`src/rtl/core/daily_lamp_event_scheduler_macros.svh`:
```
// Assertion macros shared by the lamp scheduler RTL.
// Users need clk and rst_n in scope; no other dependencies.
`ifndef DAILY_LAMP_EVENT_SCHEDULER_MACROS_SVH
`define DAILY_LAMP_EVENT_SCHEDULER_MACROS_SVH
`ifndef SYNTHESIS
`define DLES_ASSERT_ALWAYS(lbl, expr) \
    lbl: assert property (@(posedge clk) disable iff (!rst_n) (expr)) \
        else $error("dles assertion failed");
`define DLES_ASSERT_IMPLIES(lbl, ante, cons) \
    lbl: assert property (@(posedge clk) disable iff (!rst_n) (ante) |-> (cons)) \
        else $error("dles assertion failed");
`define DLES_ASSERT_NEXT(lbl, ante, cons) \
    lbl: assert property (@(posedge clk) disable iff (!rst_n) (ante) |=> (cons)) \
        else $error("dles assertion failed");
`else
`define DLES_ASSERT_ALWAYS(lbl, expr)
`define DLES_ASSERT_IMPLIES(lbl, ante, cons)
`define DLES_ASSERT_NEXT(lbl, ante, cons)
`endif
`endif

```
`src/rtl/core/dles_pkg.sv`:
```
// Types, widths and helper functions for the lamp event scheduler.
// No dependencies.
package dles_pkg;

    localparam int ROW_W = 3;
    localparam int SLOT_IDX_W = 2;
    localparam int OBIT_W = 3;
    localparam int HOUR_W = 5;
    localparam int MINUTE_W = 6;
    localparam int DUR_W = 11;
    localparam int TIME_W = 12;
    localparam int MASK_W = 8;
    localparam int ACTIVE_W = 4;
    localparam int S_TDATA_W = 32;
    localparam int M_TDATA_W = 24;

    typedef enum logic [3:0] {
        ST_IDLE  = 4'b0001,
        ST_SCAN  = 4'b0010,
        ST_DRAIN = 4'b0100,
        ST_DONE  = 4'b1000
    } state_t;

    typedef struct packed {
        logic start;
        logic write;
        logic step;
        logic load_out;
    } cmd_t;

    typedef struct packed {
        logic scan_last;
    } status_t;

    typedef struct packed {
        logic [OBIT_W-1:0]   output_bit;
        logic [HOUR_W-1:0]   hour;
        logic [MINUTE_W-1:0] minute;
        logic [DUR_W-1:0]    duration;
    } slot_t;

    function automatic logic [TIME_W-1:0] time_of(input logic [HOUR_W-1:0] hour,
                                                  input logic [MINUTE_W-1:0] minute);
        logic [TIME_W-1:0] hx;
        hx = {{(TIME_W-HOUR_W){1'b0}}, hour};
        return (hx << 6) - (hx << 2) + {{(TIME_W-MINUTE_W){1'b0}}, minute};
    endfunction

endpackage

```
`src/rtl/core/dles_ctrl.sv`:
```
// Sequencing state machine of the lamp scheduler.
// Depends on dles_pkg and the shared assertion macro header.
`include "daily_lamp_event_scheduler_macros.svh"

module dles_ctrl
(
    input  logic              clk,
    input  logic              rst_n,
    input  logic              s_tvalid,
    output logic              s_tready,
    input  logic              is_query,
    output logic              m_tvalid,
    input  logic              m_tready,
    output dles_pkg::cmd_t    cmd,
    input  dles_pkg::status_t sts
);

    dles_pkg::state_t state_reg;
    dles_pkg::state_t state_next;
    logic             out_valid_reg;
    logic             out_valid_next;
    logic             accept;
    logic             out_free;

    assign s_tready = (state_reg == dles_pkg::ST_IDLE);
    assign accept   = s_tvalid && s_tready;
    assign out_free = !out_valid_reg || m_tready;
    assign m_tvalid = out_valid_reg;

    always_comb
    begin
        state_next   = state_reg;
        cmd.start    = 1'b0;
        cmd.write    = 1'b0;
        cmd.step     = 1'b0;
        cmd.load_out = 1'b0;
        case (state_reg)
            dles_pkg::ST_IDLE:
            begin
                if (accept)
                begin
                    cmd.start  = 1'b1;
                    cmd.write  = !is_query;
                    state_next = is_query ? dles_pkg::ST_SCAN : dles_pkg::ST_DONE;
                end
            end
            dles_pkg::ST_SCAN:
            begin
                cmd.step = 1'b1;
                if (sts.scan_last)
                begin
                    state_next = dles_pkg::ST_DRAIN;
                end
            end
            dles_pkg::ST_DRAIN:
            begin
                state_next = dles_pkg::ST_DONE;
            end
            dles_pkg::ST_DONE:
            begin
                if (out_free)
                begin
                    cmd.load_out = 1'b1;
                    state_next   = dles_pkg::ST_IDLE;
                end
            end
            default:
            begin
                state_next = dles_pkg::ST_IDLE;
            end
        endcase
    end

    always_comb
    begin
        out_valid_next = out_valid_reg;
        if (cmd.load_out)
        begin
            out_valid_next = 1'b1;
        end
        else if (m_tready)
        begin
            out_valid_next = 1'b0;
        end
    end

    always_ff @(posedge clk or negedge rst_n)
    begin
        if (!rst_n)
        begin
            state_reg     <= dles_pkg::ST_IDLE;
            out_valid_reg <= 1'b0;
        end
        else
        begin
            state_reg     <= state_next;
            out_valid_reg <= out_valid_next;
        end
    end

    `DLES_ASSERT_NEXT(a_scan_to_drain, state_reg == dles_pkg::ST_SCAN && sts.scan_last,
        state_reg == dles_pkg::ST_DRAIN)
    `DLES_ASSERT_NEXT(a_accept_busy, accept, !s_tready)
    `DLES_ASSERT_IMPLIES(a_load_when_free, cmd.load_out, !out_valid_reg || m_tready)

endmodule

```
`src/rtl/core/dles_datapath.sv`:
```
// Slot table, event walk and ranking datapath of the lamp scheduler.
// Depends on dles_pkg and the shared assertion macro header.
`include "daily_lamp_event_scheduler_macros.svh"

module dles_datapath
#(
    parameter int LAMP_COUNT     = 8,
    parameter int SLOTS_PER_LAMP = 4
)
(
    input  logic                            clk,
    input  logic                            rst_n,
    input  dles_pkg::cmd_t                  cmd,
    output dles_pkg::status_t               sts,
    input  logic                            cfg_wr_en,
    input  logic [dles_pkg::ACTIVE_W-1:0]   cfg_wr_data,
    input  logic [dles_pkg::ROW_W-1:0]      lamp_row,
    input  logic [dles_pkg::SLOT_IDX_W-1:0] slot_index,
    input  logic [dles_pkg::OBIT_W-1:0]     output_bit,
    input  logic [dles_pkg::HOUR_W-1:0]     hour_value,
    input  logic [dles_pkg::MINUTE_W-1:0]   minute_value,
    input  logic [dles_pkg::DUR_W-1:0]      duration_minutes,
    output logic [dles_pkg::MASK_W-1:0]     lamp_mask,
    output logic                            next_valid,
    output logic [dles_pkg::TIME_W-1:0]     next_event_minute
);

    localparam int DEPTH = LAMP_COUNT * SLOTS_PER_LAMP;
    localparam int AW    = (DEPTH > 1) ? $clog2(DEPTH) : 1;
    localparam int RW    = (LAMP_COUNT > 1) ? $clog2(LAMP_COUNT) : 1;
    localparam int SW    = (SLOTS_PER_LAMP > 1) ? $clog2(SLOTS_PER_LAMP) : 1;
    localparam int MW    = dles_pkg::MASK_W;
    localparam int TW    = dles_pkg::TIME_W;

    dles_pkg::slot_t                 slot_mem [DEPTH];
    logic [DEPTH-1:0]                slot_vld_reg;
    logic [dles_pkg::ACTIVE_W-1:0]   active_lamps_reg;

    logic [RW-1:0]                   row_cnt_reg;
    logic [RW-1:0]                   row_cnt_next;
    logic [SW-1:0]                   slot_cnt_reg;
    logic [SW-1:0]                   slot_cnt_next;
    logic                            phase_reg;
    logic                            phase_next;

    logic [AW-1:0]                   wr_addr;
    logic [AW-1:0]                   rd_addr;
    logic                            wr_in_range;

    dles_pkg::slot_t                 slot_rd_reg;
    logic                            vld_rd_reg;
    logic                            ev_valid_reg;
    logic                            ev_off_reg;
    logic                            ev_en_reg;

    logic [TW-1:0]                   q_reg;
    logic [MW-1:0]                   seen_reg;
    logic [MW-1:0]                   seen_next;
    logic [MW-1:0]                   lamp_on_reg;
    logic [MW-1:0]                   lamp_on_next;
    logic [TW-1:0]                   best_reg [MW];
    logic [TW-1:0]                   best_next [MW];
    logic                            nv_reg;
    logic                            nv_next;
    logic [TW-1:0]                   nm_reg;
    logic [TW-1:0]                   nm_next;

    logic                            ev_hit;
    logic [TW-1:0]                   ev_time;
    logic [dles_pkg::OBIT_W-1:0]     ev_bit;

    logic [MW-1:0]                   mask_out_reg;
    logic                            nv_out_reg;
    logic [TW-1:0]                   nm_out_reg;

    assign wr_in_range = (32'(lamp_row) < LAMP_COUNT) && (32'(slot_index) < SLOTS_PER_LAMP);
    assign wr_addr     = AW'(32'(lamp_row) * SLOTS_PER_LAMP + 32'(slot_index));
    assign rd_addr     = AW'(32'(row_cnt_reg) * SLOTS_PER_LAMP + 32'(slot_cnt_reg));

    assign sts.scan_last = (row_cnt_reg == RW'(LAMP_COUNT - 1)) && phase_reg
                           && (slot_cnt_reg == SW'(SLOTS_PER_LAMP - 1));

    always_ff @(posedge clk or negedge rst_n)
    begin
        if (!rst_n)
        begin
            active_lamps_reg <= '0;
        end
        else if (cfg_wr_en)
        begin
            active_lamps_reg <= cfg_wr_data;
        end
    end

    always_ff @(posedge clk)
    begin
        if (cmd.write && wr_in_range)
        begin
            slot_mem[wr_addr] <= '{output_bit: output_bit, hour: hour_value,
                                   minute: minute_value, duration: duration_minutes};
        end
        if (cmd.step)
        begin
            slot_rd_reg <= slot_mem[rd_addr];
        end
    end

    always_ff @(posedge clk or negedge rst_n)
    begin
        if (!rst_n)
        begin
            slot_vld_reg <= '0;
        end
        else if (cmd.write && wr_in_range)
        begin
            slot_vld_reg[wr_addr] <= 1'b1;
        end
    end

    always_comb
    begin
        row_cnt_next  = row_cnt_reg;
        slot_cnt_next = slot_cnt_reg;
        phase_next    = phase_reg;
        if (cmd.start)
        begin
            row_cnt_next  = '0;
            slot_cnt_next = '0;
            phase_next    = 1'b0;
        end
        else if (cmd.step)
        begin
            if (slot_cnt_reg == SW'(SLOTS_PER_LAMP - 1))
            begin
                slot_cnt_next = '0;
                phase_next    = !phase_reg;
                if (phase_reg)
                begin
                    row_cnt_next = row_cnt_reg + 1'b1;
                end
            end
            else
            begin
                slot_cnt_next = slot_cnt_reg + 1'b1;
            end
        end
    end

    always_ff @(posedge clk or negedge rst_n)
    begin
        if (!rst_n)
        begin
            row_cnt_reg  <= '0;
            slot_cnt_reg <= '0;
            phase_reg    <= 1'b0;
            ev_valid_reg <= 1'b0;
        end
        else
        begin
            row_cnt_reg  <= row_cnt_next;
            slot_cnt_reg <= slot_cnt_next;
            phase_reg    <= phase_next;
            ev_valid_reg <= cmd.step;
        end
    end

    always_ff @(posedge clk)
    begin
        if (cmd.step)
        begin
            vld_rd_reg <= slot_vld_reg[rd_addr];
            ev_off_reg <= phase_reg;
            ev_en_reg  <= 32'(row_cnt_reg) < 32'(active_lamps_reg);
        end
        if (cmd.start)
        begin
            q_reg <= dles_pkg::time_of(hour_value, minute_value);
        end
    end

    assign ev_bit  = slot_rd_reg.output_bit;
    assign ev_time = dles_pkg::time_of(slot_rd_reg.hour, slot_rd_reg.minute)
                     + (ev_off_reg ? TW'(slot_rd_reg.duration) : '0);
    assign ev_hit  = ev_valid_reg && ev_en_reg && vld_rd_reg
                     && (slot_rd_reg.duration != '0);

    always_comb
    begin
        seen_next    = seen_reg;
        lamp_on_next = lamp_on_reg;
        best_next    = best_reg;
        nv_next      = nv_reg;
        nm_next      = nm_reg;
        if (cmd.start)
        begin
            seen_next    = '0;
            lamp_on_next = '0;
            nv_next      = 1'b0;
            nm_next      = '0;
        end
        else if (ev_hit)
        begin
            if (ev_time <= q_reg)
            begin
                if (!seen_reg[ev_bit] || (ev_time >= best_reg[ev_bit]))
                begin
                    seen_next[ev_bit]    = 1'b1;
                    lamp_on_next[ev_bit] = !ev_off_reg;
                    best_next[ev_bit]    = ev_time;
                end
            end
            else if (!nv_reg || (ev_time < nm_reg))
            begin
                nv_next = 1'b1;
                nm_next = ev_time;
            end
        end
    end

    always_ff @(posedge clk or negedge rst_n)
    begin
        if (!rst_n)
        begin
            seen_reg    <= '0;
            lamp_on_reg <= '0;
            nv_reg      <= 1'b0;
            nm_reg      <= '0;
        end
        else
        begin
            seen_reg    <= seen_next;
            lamp_on_reg <= lamp_on_next;
            nv_reg      <= nv_next;
            nm_reg      <= nm_next;
        end
    end

    always_ff @(posedge clk)
    begin
        best_reg <= best_next;
        if (cmd.load_out)
        begin
            mask_out_reg <= seen_reg & lamp_on_reg;
            nv_out_reg   <= nv_reg;
            nm_out_reg   <= nm_reg;
        end
    end

    assign lamp_mask         = mask_out_reg;
    assign next_valid        = nv_out_reg;
    assign next_event_minute = nm_out_reg;

    `DLES_ASSERT_IMPLIES(a_nm_zero_without_next, !nv_reg, nm_reg == '0)
    `DLES_ASSERT_ALWAYS(a_on_needs_seen, (lamp_on_reg & ~seen_reg) == '0)
    `DLES_ASSERT_NEXT(a_step_marks_event, cmd.step, ev_valid_reg)

endmodule

```
`src/rtl/core/daily_lamp_event_scheduler.sv`:
```
// Daily lamp event scheduler, top level. Depends on dles_pkg, dles_ctrl and dles_datapath.
//
// Requests arrive on the s_ stream. With s_tuser low, a request loads one timer slot
// (row, slot, output bit, start hour and minute, duration); with s_tuser high, it asks
// for the lamp mask and the next event time at the given hour and minute. Every request
// yields exactly one result on the m_ stream; a slot write returns an all-zero result.
// The active_lamps register is written through cfg_wr_en and cfg_wr_data, and the user
// must write it only while idle; the block does not enforce this. A slot write skips
// the walk. A query walks every slot twice, ON then OFF per row: the slot table has one
// read port and the walk ranks one ON or OFF event per cycle. One request is in work at
// a time; the next one is accepted as soon as the result sits in the output register.
// Reset clears the slot table valid bits, so every slot reads as disabled, and sets
// active_lamps to zero. When m_tready is low, the result holds in the output register
// and a finished request waits until that register frees up.
module daily_lamp_event_scheduler
#(
    parameter int LAMP_COUNT     = 8,
    parameter int SLOTS_PER_LAMP = 4
)
(
    input  logic                               clk,
    input  logic                               rst_n,
    input  logic                               s_tvalid,
    output logic                               s_tready,
    // lamp_row, slot_index, output_bit, hour_value, minute_value, duration_minutes, zero pad.
    input  logic [dles_pkg::S_TDATA_W-1:0]     s_tdata,
    // opcode.
    input  logic                               s_tuser,
    output logic                               m_tvalid,
    input  logic                               m_tready,
    // lamp_mask, next_event_minute, zero pad.
    output logic [dles_pkg::M_TDATA_W-1:0]     m_tdata,
    // next_valid.
    output logic                               m_tuser,
    input  logic                               cfg_wr_en,
    input  logic [dles_pkg::ACTIVE_W-1:0]      cfg_wr_data
);

    dles_pkg::cmd_t                  cmd;
    dles_pkg::status_t               sts;
    logic [dles_pkg::MASK_W-1:0]     lamp_mask;
    logic [dles_pkg::TIME_W-1:0]     next_event_minute;

    dles_ctrl u_ctrl
    (
        .clk      (clk),
        .rst_n    (rst_n),
        .s_tvalid (s_tvalid),
        .s_tready (s_tready),
        .is_query (s_tuser),
        .m_tvalid (m_tvalid),
        .m_tready (m_tready),
        .cmd      (cmd),
        .sts      (sts)
    );

    dles_datapath
    #(
        .LAMP_COUNT     (LAMP_COUNT),
        .SLOTS_PER_LAMP (SLOTS_PER_LAMP)
    )
    u_datapath
    (
        .clk               (clk),
        .rst_n             (rst_n),
        .cmd               (cmd),
        .sts               (sts),
        .cfg_wr_en         (cfg_wr_en),
        .cfg_wr_data       (cfg_wr_data),
        .lamp_row          (s_tdata[2:0]),
        .slot_index        (s_tdata[4:3]),
        .output_bit        (s_tdata[7:5]),
        .hour_value        (s_tdata[12:8]),
        .minute_value      (s_tdata[18:13]),
        .duration_minutes  (s_tdata[29:19]),
        .lamp_mask         (lamp_mask),
        .next_valid        (m_tuser),
        .next_event_minute (next_event_minute)
    );

    assign m_tdata = {4'b0000, next_event_minute, lamp_mask};

endmodule
```
`config.mk`:
```
export PLATFORM = sky130hd
export DESIGN_NAME = daily_lamp_event_scheduler
export DESIGN_NICKNAME = d
export VERILOG_FILES = /design/src/rtl/core/dles_pkg.sv /design/src/rtl/core/dles_ctrl.sv /design/src/rtl/core/dles_datapath.sv /design/src/rtl/core/daily_lamp_event_scheduler.sv
export VERILOG_INCLUDE_DIRS = /design/src /design/src/rtl/core
export SDC_FILE = /design/constraint.sdc
export NUM_CORES = 1
export LEC_CHECK = 0
export BUFFER_PORTS_ARGS = -buffer_cell sky130_fd_sc_hd__buf_4
export CAP_MARGIN = 20
export CORE_UTILIZATION = 25
export DETAILED_ROUTE_END_ITERATION = 12
export HOLD_SLACK_MARGIN = 0.02
export SLEW_MARGIN = 10
export SYNTH_ARGS = -nofsm -noshare
export SYNTH_HDL_FRONTEND = slang
export SYNTH_SLANG_ARGS = --single-unit
```
`constraint.sdc`:
```
create_clock -name clk -period 7.04 [get_ports clk]
set_input_delay 0.352 -clock clk [delete_from_list [all_inputs] [get_ports clk]]
set_output_delay 0.352 -clock clk [all_outputs]
set_load 0.005 [all_outputs]
```
==> impl_metrics.yaml <==
route:
  dr_total_vias: 19855
  dr_wl_met3_um: 6820
  topRoutingLayerUsed: "met5"
  first_iter_violations: 1629
  via_per_inst: 4.49
  routedWlPerCell_um: 22.3
  wl_met2_um: 45600
  drt-pass1-iter-count: 5
  ant_nets: 0
  wl_met1_um: 44300
  routed_wl_um: 98600
  drc: 0
synth:
  yosysWarningCount: 0
  netlist_instances: 1994
  yosysSeqAreaShare: 0.743
  ys_async_sr_fraction: 0.0745
  synth_edf_count: 957
  synth_area_sq_um: 41300
  ys_ff_latch: 1034
  ys_types: 64
  syn_avg_cell_area_sq_um: 20.7
  synth_top_flop_cell: "edfxtp_1"
worst_setup_path:
  rr_startpoint: "u_datapath.ev_off_reg"
  cpMaxStageDelayCell: "nor4_2"
  cpLargestDelayFamily: "compound AO/OA/AOI/OAI gates"
  worstPathArrival_ps: 6340
  path_class: "flop to flop"
  r2r-end: "u_datapath.best_reg[51]"
  rrSetupSlack_ps: 1100
  cp-end-kind: "flop"
  critPathBufInv: 2
  slowest_delay_ps: 660
  ff2ff_path_depth: 17
  cp-start-kind: "flop"
  worst-path-max-fanout: 12
  path_cells: "and2_1 -> fa_1 -> ha_1 -> a21o_1 -> a31o_2 -> a211oi_2 -> o31ai_2 -> xnor2_2 -> inv_1 -> ha_1 -> nand3_1 -> a21oi_1 -> o31ai_4 -> nand2_4 -> a21o_1 -> nor4_2 -> buf_4"
  cp.required_ps: 7450
min_path:
  hold_path.class: "input port to flop"
  hold_start: "s_tdata[19]"
  hold_depth: 1
  min_to: "u_datapath.slot_mem[6][0]"
pwr:
  p_leak_nw: 15.3
  p_per_area_nw_per_um2: 312
  vdd.ir_drop.worst_mv: 0.170
sta:
  setup_viol: 0
  max-slew-margin-rel: 0.276
  fin_ws_ps: 1100
  fin_tns_setup_ps: 0
  max_freq_ghz: 0.168
  fin_skew_ps: 41.4
  hold_viol_final: 0
  slew_viol_final: 0
  rsz0062_at_grt: "no"
  fin_crit_sh: 0.843
  min_period_ps: 5940
  tightestPinTransition_ps: 1080
final_layout:
  final_cell_area_sq_um: 48500
  largest_reg_flops: 800
  mostFrequentLayoutCell: "edfxtp_1"
  fill_cells: 15838
  nets: 2261
  layout_common_cells: "edfxtp_1, mux4_2, buf_4"
  drive_gt1_frac: 0.296
  area_growth_pct: 17.4
cts:
  cts_made_buffers: 105
  ctsRootBufferMaster: "clkbuf_16"
  ctsResizeCount: 0
  htreeDepth: 3
  clkLatencyLatePin_ps: 700
  clock_sinks: 1034
  clockBufferDepth: 3
  cts_tree: "built"
  clk_pin_slew_worst_paths_ps: 60
die:
  die-width_um: 408
  start_util: 0.253
  row_count: 148
  ioPinCount: 69
  die_y_um: 408
  die-area_sq_um: 167000
  core_area_sq_um: 163000
grt:
  grt_pass1_vias: 19979
  antenna_found_initial: 8
  overflow: 0
  grt_max_degree: 102
  grt_pass1_wl_um: 143000
  grt_usage: 0.117
place:
  dpl_worst_slack_ps: 1130
  gp_congestion: 0.748
  place_area_sq_um: 44900
  io_buffers: 62
  hpwlAfterDp_um: 53200
run:
  cap_violations: 0
outcome:
  outcome: "finished, final reports clean"
-- per-stage QoR --
step	instances	power [mW]	hold slack, ps	utilization
final	4418	15.1	76.3	0.297
after global routing	4418	15.7	50.6	0.297
after detailed placement	4208	9.75	167	0.275
after global placement	4208	9.70	167	0.275
after floorplan	1997	8.93	56.4	-
after CTS	4417	15.3	31.2	0.297
-- cells in the mapped netlist, drive strengths merged, types with 22 or more instances --
| cell | instances | share of area |
|---|---|---|
| or2 | 36 | 0.0055 |
| nand2 | 63 | 0.0059 |
| buf | 48 | 0.0060 |
| a22oi | 23 | 0.0042 |
| ha | 59 | 0.018 |
| inv | 67 | 0.0061 |
| clkbuf | 44 | 0.0040 |
| mux2 | 30 | 0.0082 |
| edfxtp | 957 | 0.70 |
| mux4 | 264 | 0.14 |
| mux2i | 22 | 0.0059 |
| dfrtp | 76 | 0.046 |
| nor2 | 65 | 0.0059 |
| a21oi | 23 | 0.0029 |
-- cells by family after synthesis --
| family | after synthesis | synth area share |
|---|---|---|
| flops | 1034 | 0.743 |
| mux | 316 | 0.158 |
| simple gates | 272 | 0.0332 |
| buf+inv | 159 | 0.0161 |
| compound gates | 134 | 0.0263 |
| fa+ha+maj | 64 | 0.0203 |
| xor+xnor | 14 | 0.00315 |
| other cells | 1 | 0.0000908 |
-- routing by layer --
| layer | GRT usage | vias to the layer above |
|---|---|---|
| met3 | 0.0262 | 141 |
| met1 | 0.166 | 10604 |
| met4 | 0.0267 | 8 |
| met5 | 0 | - |
| li1 | - | 8478 |
| met2 | 0.181 | 624 |
-- worst register-to-register path, delay by kind of cell (launching register included) --
family | cells | cell delay (ps)
buffers and inverters | 2 | 520
xor gates and xnor gates | 1 | 650
DFF | 1 | 550
and+or+nand+nor | 4 | 1170
AOI/OAI and AO/OA | 7 | 1630
adders and majority gates | 3 | 1150
-- what timing repair did --
item	4_1_cts	5_1_grt
hold endpoints to repair	68	0
setup endpoints to repair	0	0
buffers inserted	0	0
hold buffers	15	0
-- worst max path at each step --
stage,startpoint,endpoint,cells past startpoint,slack [ps]
finish,u_datapath.ev_off_reg,u_datapath.best_reg[51],17,1100
global route,u_datapath.ev_off_reg,u_datapath.best_reg[50],19,770
CTS,u_datapath.ev_off_reg,u_datapath.best_reg[59],17,1090
detailed placement,u_datapath.ev_off_reg,u_datapath.best_reg[51],17,1130
global placement,u_datapath.ev_off_reg,u_datapath.best_reg[51],17,1190
floorplan,u_datapath.ev_off_reg,u_datapath.best_reg[48],18,610
-- power by group --
| group | internal (mW) | leakage, nW | switching, mW | total, mW |
|---|---|---|---|---|
| clock | 3.18 | 1.64 | 2.33 | 5.51 |
| combinational | 1.06 | 4.01 | 1.38 | 2.45 |
| sequential | 7.05 | 9.65 | 0.0993 | 7.15 |
| total | 11.3 | 15.3 | 3.82 | 15.1 |
-- layout make-up --
cell class	instances	area (sq um)	area share
sequential	1034	30700	0.633
multi-input combinational	804	10300	0.212
clock buffer	145	2890	0.0597
tap	2175	2720	0.0562
timing repair buffer	143	1150	0.0237
clock inverter	49	504	0.0104
inverter	67	251	0.00519
antenna	1	2.50	0.0000516
(Power assumes the default switching activity.)
